## config.mk

```make
export PLATFORM = sky130hd
export DESIGN_NAME = crt_scan
export DESIGN_NICKNAME = d
export VERILOG_FILES = /design/src/hw/rtl/chunk_receipt_tracker_core_macros.svh /design/src/hw/rtl/crt_pkg.sv /design/src/hw/rtl/crt_scan.sv
export SDC_FILE = /design/constraint.sdc
export NUM_CORES = 1
export LEC_CHECK = 0
export BUFFER_PORTS_ARGS = -buffer_cell sky130_fd_sc_hd__buf_2
export CAP_MARGIN = 30
export CORE_MARGIN = 10
export CORE_UTILIZATION = 45
export DETAILED_ROUTE_END_ITERATION = 10
export GPL_TIMING_DRIVEN = 1
export PLACE_DENSITY_LB_ADDON = 0.05
export SETUP_SLACK_MARGIN = 0.15
export SLEW_MARGIN = 20
export SYNTH_ARGS = -nofsm -noshare
export SYNTH_HDL_FRONTEND = slang
export SYNTH_SLANG_ARGS = --single-unit
```

## constraint.sdc

```tcl
create_clock -name vclk -period 2.2
set_input_delay 0.11 -clock vclk [all_inputs]
set_output_delay 0.11 -clock vclk [all_outputs]
set_load 0.01 [all_outputs]
```

## src/hw/rtl/chunk_receipt_tracker_core_macros.svh

```systemverilog
// ----------------------------------------------------------------------------
// Chunk receipt tracker assertion macros
// Short forms for the concurrent checks of the tracker core.
// ----------------------------------------------------------------------------
`ifndef CHUNK_RECEIPT_TRACKER_CORE_MACROS_SVH
`define CHUNK_RECEIPT_TRACKER_CORE_MACROS_SVH

// The consequent must hold in the same cycle as the antecedent.
`define CRT_ASSERT_SAME(label, ante, cons, msg) \
  label: assert property (@(posedge clk) disable iff (rst) (ante) |-> (cons)) \
    else $error(msg);

// The consequent must hold in the cycle after the antecedent.
`define CRT_ASSERT_NEXT(label, ante, cons, msg) \
  label: assert property (@(posedge clk) disable iff (rst) (ante) |=> (cons)) \
    else $error(msg);

`endif

```

## src/hw/rtl/crt_pkg.sv

```systemverilog
// ----------------------------------------------------------------------------
// Chunk receipt tracker package
// Sizes, codes and shared types of the chunk receipt tracker.
// ----------------------------------------------------------------------------
package crt_pkg;

  localparam int MAX_CHUNKS  = 16384;
  localparam int CHUNK_BYTES = 1024;
  localparam int CHUNK_SHIFT = $clog2(CHUNK_BYTES);
  localparam int WORD_BITS   = 32;
  localparam int BIT_W       = $clog2(WORD_BITS);
  localparam int MAP_WORDS   = MAX_CHUNKS / WORD_BITS;
  localparam int WADDR_W     = $clog2(MAP_WORDS);
  localparam int SLOT_W      = $clog2(MAX_CHUNKS);
  localparam int COUNT_W     = SLOT_W + 1;
  localparam int ADDR_W      = 32;
  localparam int TB_W        = 25;
  localparam int LEN_W       = 11;

  localparam logic [TB_W-1:0] MAP_BYTES = TB_W'(MAX_CHUNKS * CHUNK_BYTES);

  typedef logic [WORD_BITS-1:0] word_t;

  typedef enum logic [1:0] {
    ACT_START = 2'd0,
    ACT_PART  = 2'd1,
    ACT_QUERY = 2'd2
  } action_t;

  typedef enum logic [2:0] {
    S_CLEAR,
    S_IDLE,
    S_PART_RD,
    S_PART_WR,
    S_SCAN,
    S_EMIT
  } state_t;

  typedef struct packed {
    logic               wr_en;
    logic [WADDR_W-1:0] wr_addr;
    word_t              wr_data;
    logic [WADDR_W-1:0] rd_addr;
  } map_req_t;

  typedef struct packed {
    logic             hit;
    logic [BIT_W-1:0] pos;
  } scan_res_t;

endpackage

```

## src/hw/rtl/crt_scan.sv

```systemverilog
// ----------------------------------------------------------------------------
// Chunk receipt scan unit
// Finds the lowest missing chunk in one map word, ignoring bits past the end.
// ----------------------------------------------------------------------------
module crt_scan (
  input  crt_pkg::word_t               word,
  input  logic                         is_last,
  input  logic [crt_pkg::BIT_W-1:0]    last_bit,
  output crt_pkg::scan_res_t           res
);
  import crt_pkg::*;

  word_t masked;

  always_comb begin
    for (int b = 0; b < WORD_BITS; b++) begin
      masked[b] = word[b] | (is_last && (BIT_W'(b) > last_bit));
    end
  end

  always_comb begin
    res.hit = ~&masked;
    res.pos = '0;
    for (int b = WORD_BITS - 1; b >= 0; b--) begin
      if (!masked[b]) begin
        res.pos = BIT_W'(b);
      end
    end
  end

endmodule

```

# Word level (Yosys, flattened, before mapping)
# Index checks and enable logic that the tools add are counted.
# word_totals
output_inout_bits	6
elab_cells	130
in_bits	38
reg_bits	0
# classes
n_reduce_logical	34
n_lt_le_gt_ge	32
muxes	32
bitwise_logic	32
# op_table
cell	n
$mux 5	32
$gt 5x5->1 const A	16
$gt 4x5->1 const A	8
$logic_and 1x1->1	32
$or 1x1->1	32
$reduce_and 32->1	1
$gt 3x5->1 const A	4
$gt 1x5->1 const A	2
$gt 2x5->1 const A	2
$logic_not 1->1	1

# Depth between registers and ports, before layout
# Gate-level depths: netlist (run 1).
# depth
word_depth	35
mapped_depth	8
depth_no_buf	6

# Worst setup path before layout (run 1)
# Ideal clock, no wire load.
# synth_path
path_kind	input port to output port
start	input is_last
end	output res[5] (netlist name)
required_ns	2.090
cell_stages	6
slack_ns	0.559
t_arrival_ns	1.531
cell_sequence	buf_4 and2b_1 a21oi_1 o41ai_4 and4bb_1 or3b_1
# synth_lines
element	line_no	source
start: declaration	crt_scan.sv:7	input logic is_last,
end: declaration	crt_scan.sv:9	output crt_pkg::scan_res_t res

==> results of run 1 <==
power breakdown:
part | switching (mW) | leakage [nW] | internal [mW]
logic | 0.148 | 0.580 | 0.104
registers | 0 | 0 | 0
clock network | 0 | 0 | 0
timing repair:
action | in CTS | in global routing
setup buffers | 1 | 1
hold endpoints to repair | 0 | 0
gates resized for setup | 0 | 4
setup endpoints to repair | 1 | 3
worst min-delay path: cells and delay by family:
| kind | cells | cell delay [ns] |
|---|---|---|
| buf+inv | 2 | 0.24 |
| compound gates | 2 | 0.15 |
cells in the final DEF, fill, tap and decap left out, drive strengths merged, types with 4 or more instances in the layout:
| master | instances |
|---|---|
| buf | 47 |
| inv | 7 |
| a21oi | 25 |
| nor2 | 11 |
| o21ai | 16 |
| a21o | 8 |
| a31oi | 6 |
| nand2 | 20 |
| nor2b | 8 |
| a211oi | 4 |
| o211ai | 5 |
| nor3b | 4 |
| o311ai | 4 |
| nor3 | 4 |
area by class of cell:
type / instances / area (sq um) / share of cell area, %
Inverter: 7 / 26.28 / 1.996
Multi-Input combinational cell: 153 / 992.2 / 75.38
Tap cell: 28 / 35.03 / 2.662
Timing Repair Buffer: 49 / 262.8 / 19.96
routing by layer:
layer	wire length, microns	up-vias
met4	34	0
met2	1906	81
met3	433	2
met1	1806	698
li1	-	736
met5	0	-
through the flow:
stage                     util, %  power, mW  setup WS, ns  instance area [sq um]
after floorplan                 -     0.1573        0.5586                   1070
after global placement      57.70     0.2379        0.2155                   1289
after detailed placement    57.70     0.2410        0.1458                   1289
after CTS                   58.04     0.2432        0.1553                   1296
after global routing        58.94     0.2774       0.08613                   1316
final                       58.94     0.2523        0.1947                   1316
cells by family (layout without fill, tap and decap cells):
family          Yosys count  count (layout)
fa+ha+maj                 2               2
compound gates           83              83
simple gates             68              68
buf+inv                  16              56
worst max path at each step:
stage	from	slack, ns	endpoint
after floorplan	is_last	0.56	res[5]
after global placement	is_last	0.22	res[5]
after detailed placement	is_last	0.15	res[5]
after CTS	is_last	0.16	res[5]
after global routing	is_last	0.09	res[5]
final	last_bit[3]	0.19	res[5]
==> results.yml, run 1 <==
status:
  status: "finished clean"
final_layout:
  fill_cells: 246
  num-nets-final: 249
  area_delta_synth_final_pct: 23.04
  nFlopsAndLatches: 0
  seq_area_sq_um: 0
  diodes: 0
  layout-drive-gt1-share_pct: 30.14
  final_cells: 237
  nClkBuffers: 0
setup_path:
  critPathRequiredTime_ns: 2.09
  worstSetupPathDepth: 7
  endpoint_kind: "primary output"
  crit_family: "simple AND/OR/NAND/NOR gates"
  crit_arrival_ns: 1.90
  crit_fanout: 11
  crit_buf_inv: 2
  crit_type: "in -> out"
  start_kind: "primary input"
  cp_slowest_stage_delay_ns: 0.41
  crit_slowest_cell: "o41ai_4"
  cp_cell_sequence: "buf_2, and2b_2, a21oi_1, o41ai_4, and4bb_1, or3b_1, buf_2"
  cp_common_cell: "buf_2"
yosys:
  ys_top_cells_by_count: "a21oi_1 (25), nand2_1 (20), o21ai_0 (11)"
  synth_fp_nets: 207
  synth_top_family_by_area: "compound AO/OA/AOI/OAI gates"
  synth_cells: 169
  netlist_area_sq_um: 1070
  yosys.area_share.simple_pct: 37.89
  ys_types: 50
  synth_top_area_share_pct: 11.70
  yosysTopAreaCell: "a21oi_1"
  yosysMostFrequentCell: "a21oi_1"
  synth.area.mux_share_pct: 0
  yosysSeqAreaShare_pct: 0
  synth_fa_ha_area_share_pct: 1.871
  synth-compound-area-share_pct: 52.28
  ys_top_cells_by_area: "a21oi_1 (12%), nand2_1 (7.0%), a21o_1 (5.6%)"
  synth-xor-area-share_pct: 0
  synth_area_per_cell_sq_um: 6.330
  yosysWarnings: 0
power_and_ir_drop:
  cellPowerDensity_nw_per_um2: 191.7
  p_leak_nw: 0.5798
  vdd_drop_max_uv: 121.4
sta:
  setup_violations: 0
  period_share_pct: 91.15
  fmax_mhz: 498.7
  fin_crit_ns: 2.005
  timing.hold.ws_ns: 0.6128
  rsz0062_at_grt: "true"
  tightest_slew_ns: 0.4953
  relSlewSlack_pct: 66.78
  final_hold_viol_count: 0
  fin_setup_tns_ns: 0
  drv_slew: 0
min_path:
  hold_path_class: "in -> out"
  min_path_cells: 4
  hold_path_startpoint: "word[0]"
  whs_endpoint: "res[0]"
placement:
  gp_congestion: 0.9173
  dp_hpwl_microns: 3391
  numPortBuffers: 44
  place_inst: 235
floorplanning:
  start_util_pct: 47.90
  std_cell_rows: 17
  dieHeight_microns: 68.76
  die_area_sq_um: 4727
  core_sq_um: 2233
  pin_count: 44
  die_w_microns: 68.76
clocking:
  cts_hold_buf: 0
global_routing:
  grt.busiest_layer: "met2"
  grt_pass1_wl_microns: 6748
  grt.met3_usage_pct: 2.738
  use_met2_pct: 27.65
  gr-total-overflow: 0
  gr-usage-met1_pct: 23.98
  grt_usage_pct: 17.23
  grt_antenna_before_repair: 0
  grt_max_degree: 20
  grt_pass1_vias: 1434
detailed_routing:
  firstDrtPassIters: 5
  avgRoutedWirePerCell_microns: 17.64
  detail-route-antenna-nets: 0
  dr.first_iter.drc_count: 182
  vias: 1517
  wirelength_microns: 4180
  drt-vias-per-instance: 6.401
  drc: 0
run:
  cap_violations: 0
Power figures use the tool's default switching activity.
==> inputs of run 2 (changes only) <==
--- a/config.mk
+++ b/config.mk
@@ -5,6 +5,7 @@
 export SDC_FILE = /design/constraint.sdc
 export NUM_CORES = 1
 export LEC_CHECK = 0
+export ABC_AREA = 1
 export BUFFER_PORTS_ARGS = -buffer_cell sky130_fd_sc_hd__buf_2
 export CAP_MARGIN = 30
 export CORE_MARGIN = 10
@@ -12,6 +13,7 @@
 export DETAILED_ROUTE_END_ITERATION = 10
 export GPL_TIMING_DRIVEN = 1
 export PLACE_DENSITY_LB_ADDON = 0.05
+export REMOVE_ABC_BUFFERS = 1
 export SETUP_SLACK_MARGIN = 0.15
 export SLEW_MARGIN = 20
 export SYNTH_ARGS = -nofsm -noshare
==> constraint.sdc (replaced) <==
create_clock -name vclk -period 2.2
set_input_delay 0.22 -clock vclk [all_inputs]
set_output_delay 0.22 -clock vclk [all_outputs]
set_load 0.01 [all_outputs]
==> run 2 against run 1 <==
The flow now finishes with violations (setup timing). Global-route usage rose by 4.2 points. Worst setup slack got worse by 0.96 ns. Combinational power rose by 48%. Largest cell class unchanged. Non-clock buffer count rose by 49. Die area fell by 18%. Critical endpoint is now res[0]. Sequential cell count did not move. First-iteration DRC count rose by 38%. Highest routed layer unchanged.
==> results.yml, run 2 <==
setup_path:
  crit_slowest_cell: "nor2_1"
  critPathRequiredTime_ns: 1.98
  cp_slowest_stage_delay_ns: 0.20
  crit_arrival_ns: 2.74
  start_kind: "primary input"
  crit_fanout: 4
  cp_common_cell: "nand2_1"
  crit_type: "in -> out"
  endpoint_kind: "primary output"
global_routing:
  grt_usage_pct: 21.43
  gr-total-overflow: 0
  grt_max_degree: 10
  grt_pass1_vias: 1678
  grt_antenna_before_repair: 0
  grt_pass1_wl_microns: 7231
sta:
  drv_slew: 0
  setup_ws_ns: -0.7625
  fin_crit_ns: 2.962
  tightest_slew_ns: 0.3770
  fin_setup_tns_ns: -1.947
  relSlewSlack_pct: 74.67
  rsz0062_at_grt: "true"
  fmax_mhz: 337.6
  final_hold_viol_count: 0
  period_share_pct: 134.7
  setup_violations: 6
placement:
  numPortBuffers: 44
  gp_congestion: 0.8893
  placed_cell_area_sq_um: 1343
  dp_hpwl_microns: 2951
yosys:
  yosysWarnings: 0
  netlist_area_sq_um: 799.5
  ys_top_cells_by_area: "nand2_1 (28%), nor2_1 (13%), inv_1 (11%)"
  yosysTopAreaCell: "nand2_1"
  synth_top_area_share_pct: 28.17
  ys_types: 29
  ys_top_cells_by_count: "nand2_1 (60), nor2_1 (28), inv_1 (24)"
  yosysSeqAreaShare_pct: 0
  yosysMostFrequentCell: "nand2_1"
  synth_cells: 173
  synth_area_per_cell_sq_um: 4.621
final_layout:
  multi_input_area_sq_um: 788.3
  fill_cells: 63
  diodes: 0
  final_util_pct: 94.29
  layout-drive-gt1-share_pct: 51.49
  area_delta_synth_final_pct: 101.4
  nClkBuffers: 0
  final_cell_mix: "nand2_1 (53), buf_4 (53), buf_2 (39)"
  stdcell_area_sq_um: 1610
  nFlopsAndLatches: 0
  seq_area_sq_um: 0
  num-nets-final: 308
floorplanning:
  pin_count: 44
  die_area_sq_um: 3863
  core_sq_um: 1708
  start_util_pct: 46.81
  std_cell_rows: 15
  die_w_microns: 62.15
  dieHeight_microns: 62.15
power_and_ir_drop:
  power.internal_mw: 0.1700
  vdd_drop_max_uv: 180.4
  p_sw_share_pct: 54.46
  finalPower_mw: 0.3733
  switchingPower_mw: 0.2033
  p_clk_share_pct: 0
  seqPwrFrac_pct: 0
  combPwrFrac_pct: 100.0
  p_leak_nw: 0.9171
  cellPowerDensity_nw_per_um2: 231.8
run:
  cap_violations: 0
status:
  violations: "setup timing"
  status: "finished with violations"
detailed_routing:
  firstDrtPassIters: 8
  drt-vias-per-instance: 6.345
  vias: 1859
  dr.first_iter.drc_count: 252
  detail-route-antenna-nets: 0
  wirelength_microns: 5921
  drc: 0
  avgRoutedWirePerCell_microns: 20.21
min_path:
  hold_path_class: "in -> out"
## run 2: cell types whose count changed in the layout (fill, tap and decap cells not counted), moves of 4 or more
cell / before / now
a21oi_1: 25 / 6
o21bai_1: 0 / 6
a21oi_2: 0 / 4
nand3_2: 0 / 4
o211ai_1: 5 / 0
nand2_2: 0 / 6
inv_2: 1 / 5
inv_1: 6 / 21
buf_4: 5 / 53
nor2_1: 10 / 22
a21o_1: 8 / 1
nor2b_1: 8 / 0
o21ai_0: 11 / 1
nand2_1: 20 / 53
## run 2: cell families after synthesis
kind of cell	share of synthesized area, %
simple gates	55.09
buf+inv	16.12
compound gates	28.80
## run 2: critical path: cells and delay by family
| family | cells | cell delay (ns) |
|---|---|---|
| simple gates | 28 | 2.14 |
| buf+inv | 3 | 0.31 |
| compound gates | 1 | 0.05 |
## run 2: area by class of cell
class | instances | area share (%)
Multi-Input combinational cell | 142 | 48.95
Tap cell | 25 | 1.943
Timing Repair Buffer | 98 | 42.27
Inverter | 28 | 6.838
## run 2: final timing paths
check | start | endpoint | slack, ns | depth (start not counted)
min | word[0] | res[0] | 0.80 | 4
max | last_bit[1] | res[0] | -0.76 | 32
## run 2: repair_timing
item	CTS	global route
hold buffers	0	0
pin swaps	13	18
buffers inserted	7	5
resized for setup	36	20
endpoints found under the setup margin	6	6
## run 2: stage by stage
stage          instances  worst slack [ns]  hold slack, ns
2_1_floorplan        170           0.01130          0.5445
3_3_place_gp         281           -0.3408          0.7729
3_5_place_dp         281           -0.4379          0.7848
4_1_cts              288           -0.3550          0.7841
5_1_grt              293            -1.098          0.8188
6_report             293           -0.7625          0.8005
## run 2: power groups by stage
stage | Clock [mW] | Sequential [mW] | Combinational, mW
floorplan | 0 | 0 | 0.126
global placement | 0 | 0 | 0.253
detailed placement | 0 | 0 | 0.263
CTS | 0 | 0 | 0.299
global route | 0 | 0 | 0.390
finish | 0 | 0 | 0.373
## run 2: layer usage
layer / up-vias / routed length [microns] / track usage (%)
met5: - / 0 / 0
li1: 750 / - / -
met2: 234 / 2523 / 37.18
met4: 0 / 541 / 14.86
met1: 797 / 2008 / 22.65
met3: 78 / 848 / 4.122
==> inputs of run 3 (changes only) <==
--- a/config.mk
+++ b/config.mk
@@ -5,7 +5,6 @@
 export SDC_FILE = /design/constraint.sdc
 export NUM_CORES = 1
 export LEC_CHECK = 0
-export ABC_AREA = 1
 export BUFFER_PORTS_ARGS = -buffer_cell sky130_fd_sc_hd__buf_2
 export CAP_MARGIN = 30
 export CORE_MARGIN = 10
==> run 3 against run 2 <==
The flow now finishes without violations. Worst hold slack gained 0.031 ns. Sequential share of layout area is the same. Combinational power shrank 14%. Critical path type unchanged.
==> results.yml, run 3 (same netlist as run 1, synthesis figures left out) <==
floorplanning:
  std_cell_rows: 17
  die_w_microns: 68.76
  start_util_pct: 47.90
  dieHeight_microns: 68.76
  die_area_sq_um: 4727
  pin_count: 44
  core_sq_um: 2233
detailed_routing:
  detail-route-antenna-nets: 0
  drc: 0
  firstDrtPassIters: 4
  avgRoutedWirePerCell_microns: 17.89
  wirelength_microns: 4598
  drt-vias-per-instance: 6.335
  dr.first_iter.drc_count: 126
  vias: 1628
final_layout:
  final_util_pct: 72.21
  num-nets-final: 269
  layout-drive-gt1-share_pct: 43.67
  area_delta_synth_final_pct: 50.76
  diodes: 0
  mostFrequentLayoutCell: "buf_2"
  seq_area_sq_um: 0
  final_cell_mix: "buf_2 (38), buf_4 (25), nand2_1 (20), a21oi_1 (20), o21ai_0 (11)"
  fill_cells: 188
  final_cells: 257
  nFlopsAndLatches: 0
  nClkBuffers: 0
sta:
  fmax_mhz: 490.4
  relSlewSlack_pct: 75.63
  setup_ws_ns: 0.1607
  fin_crit_ns: 2.039
  fin_setup_tns_ns: 0
  final_hold_viol_count: 0
  rsz0062_at_grt: "true"
  drv_slew: 0
  period_share_pct: 92.69
  tightest_slew_ns: 0.3610
  timing.hold.ws_ns: 0.8311
  setup_violations: 0
status:
  status: "finished clean"
global_routing:
  grt_pass1_wl_microns: 6789
  gr-total-overflow: 0
  grt_max_degree: 16
  grt_antenna_before_repair: 0
  grt_usage_pct: 17.58
  grt_pass1_vias: 1500
setup_path:
  crit_arrival_ns: 1.82
  critPathRequiredTime_ns: 1.98
  endpoint_kind: "primary output"
  crit_fanout: 10
  crit_type: "in -> out"
  start_kind: "primary input"
power_and_ir_drop:
  vdd_drop_max_uv: 154.3
  p_leak_nw: 0.7238
  cellPowerDensity_nw_per_um2: 197.7
placement:
  preCtsSetupSlack_ns: 0.04477
  gp_congestion: 0.9397
  place_inst: 247
  dp_hpwl_microns: 3504
  numPortBuffers: 44
run:
  cap_violations: 0
min_path:
  hold_path_class: "in -> out"
run 3: metal layers:
metal	global-route usage [%]	wire length [microns]	vias up	part of all wire, %
met5	0	0	-	0
met4	1.724	8	0	0.17
met3	2.415	475	2	10
met2	28.57	2163	93	47
met1	24.71	1951	756	42
li1	-	-	777	-
run 3: area by class of cell:
| type | count | area [sq um] | area share [%] |
|---|---|---|---|
| Inverter | 7 | 26.28 | 1.629 |
| Multi-Input combinational cell | 153 | 1092 | 67.73 |
| Tap cell | 28 | 35.03 | 2.172 |
| Timing Repair Buffer | 69 | 459.2 | 28.47 |
run 3: report_power, final:
part           internal, mW  leakage, nW  switching (mW)
combinational         0.147        0.724           0.171
sequential                0            0               0
clock                     0            0               0
total                 0.147        0.724           0.171
run 3: stage by stage:
| step | area (sq um) | total power [mW] |
|---|---|---|
| global route | 1613 | 0.3429 |
| finish | 1613 | 0.3188 |
| detailed placement | 1379 | 0.2590 |
| floorplan | 1011 | 0.1358 |
| CTS | 1411 | 0.2667 |
| global placement | 1379 | 0.2560 |
run 3: worst paths after layout:
path / to / cells past startpoint / slack, ns / from
hold / removal: res[0] / 4 / 0.83 / word[0]
setup / recovery: res[5] / 9 / 0.16 / last_bit[0]
run 3: timing repair:
item	CTS	global route
hold buffers	0	0
pin swaps	2	13
buffers inserted	0	10
resized for setup	10	33
setup endpoints to repair	4	6
run 3: critical path: stages:
cell	delay, ns
buf_4	0.17
buf_6	0.15
nor3_4	0.20
a21o_1	0.19
a31oi_1	0.09
nor2_1	0.19
nand2_1	0.11
or3b_1	0.35
buf_2	0.15
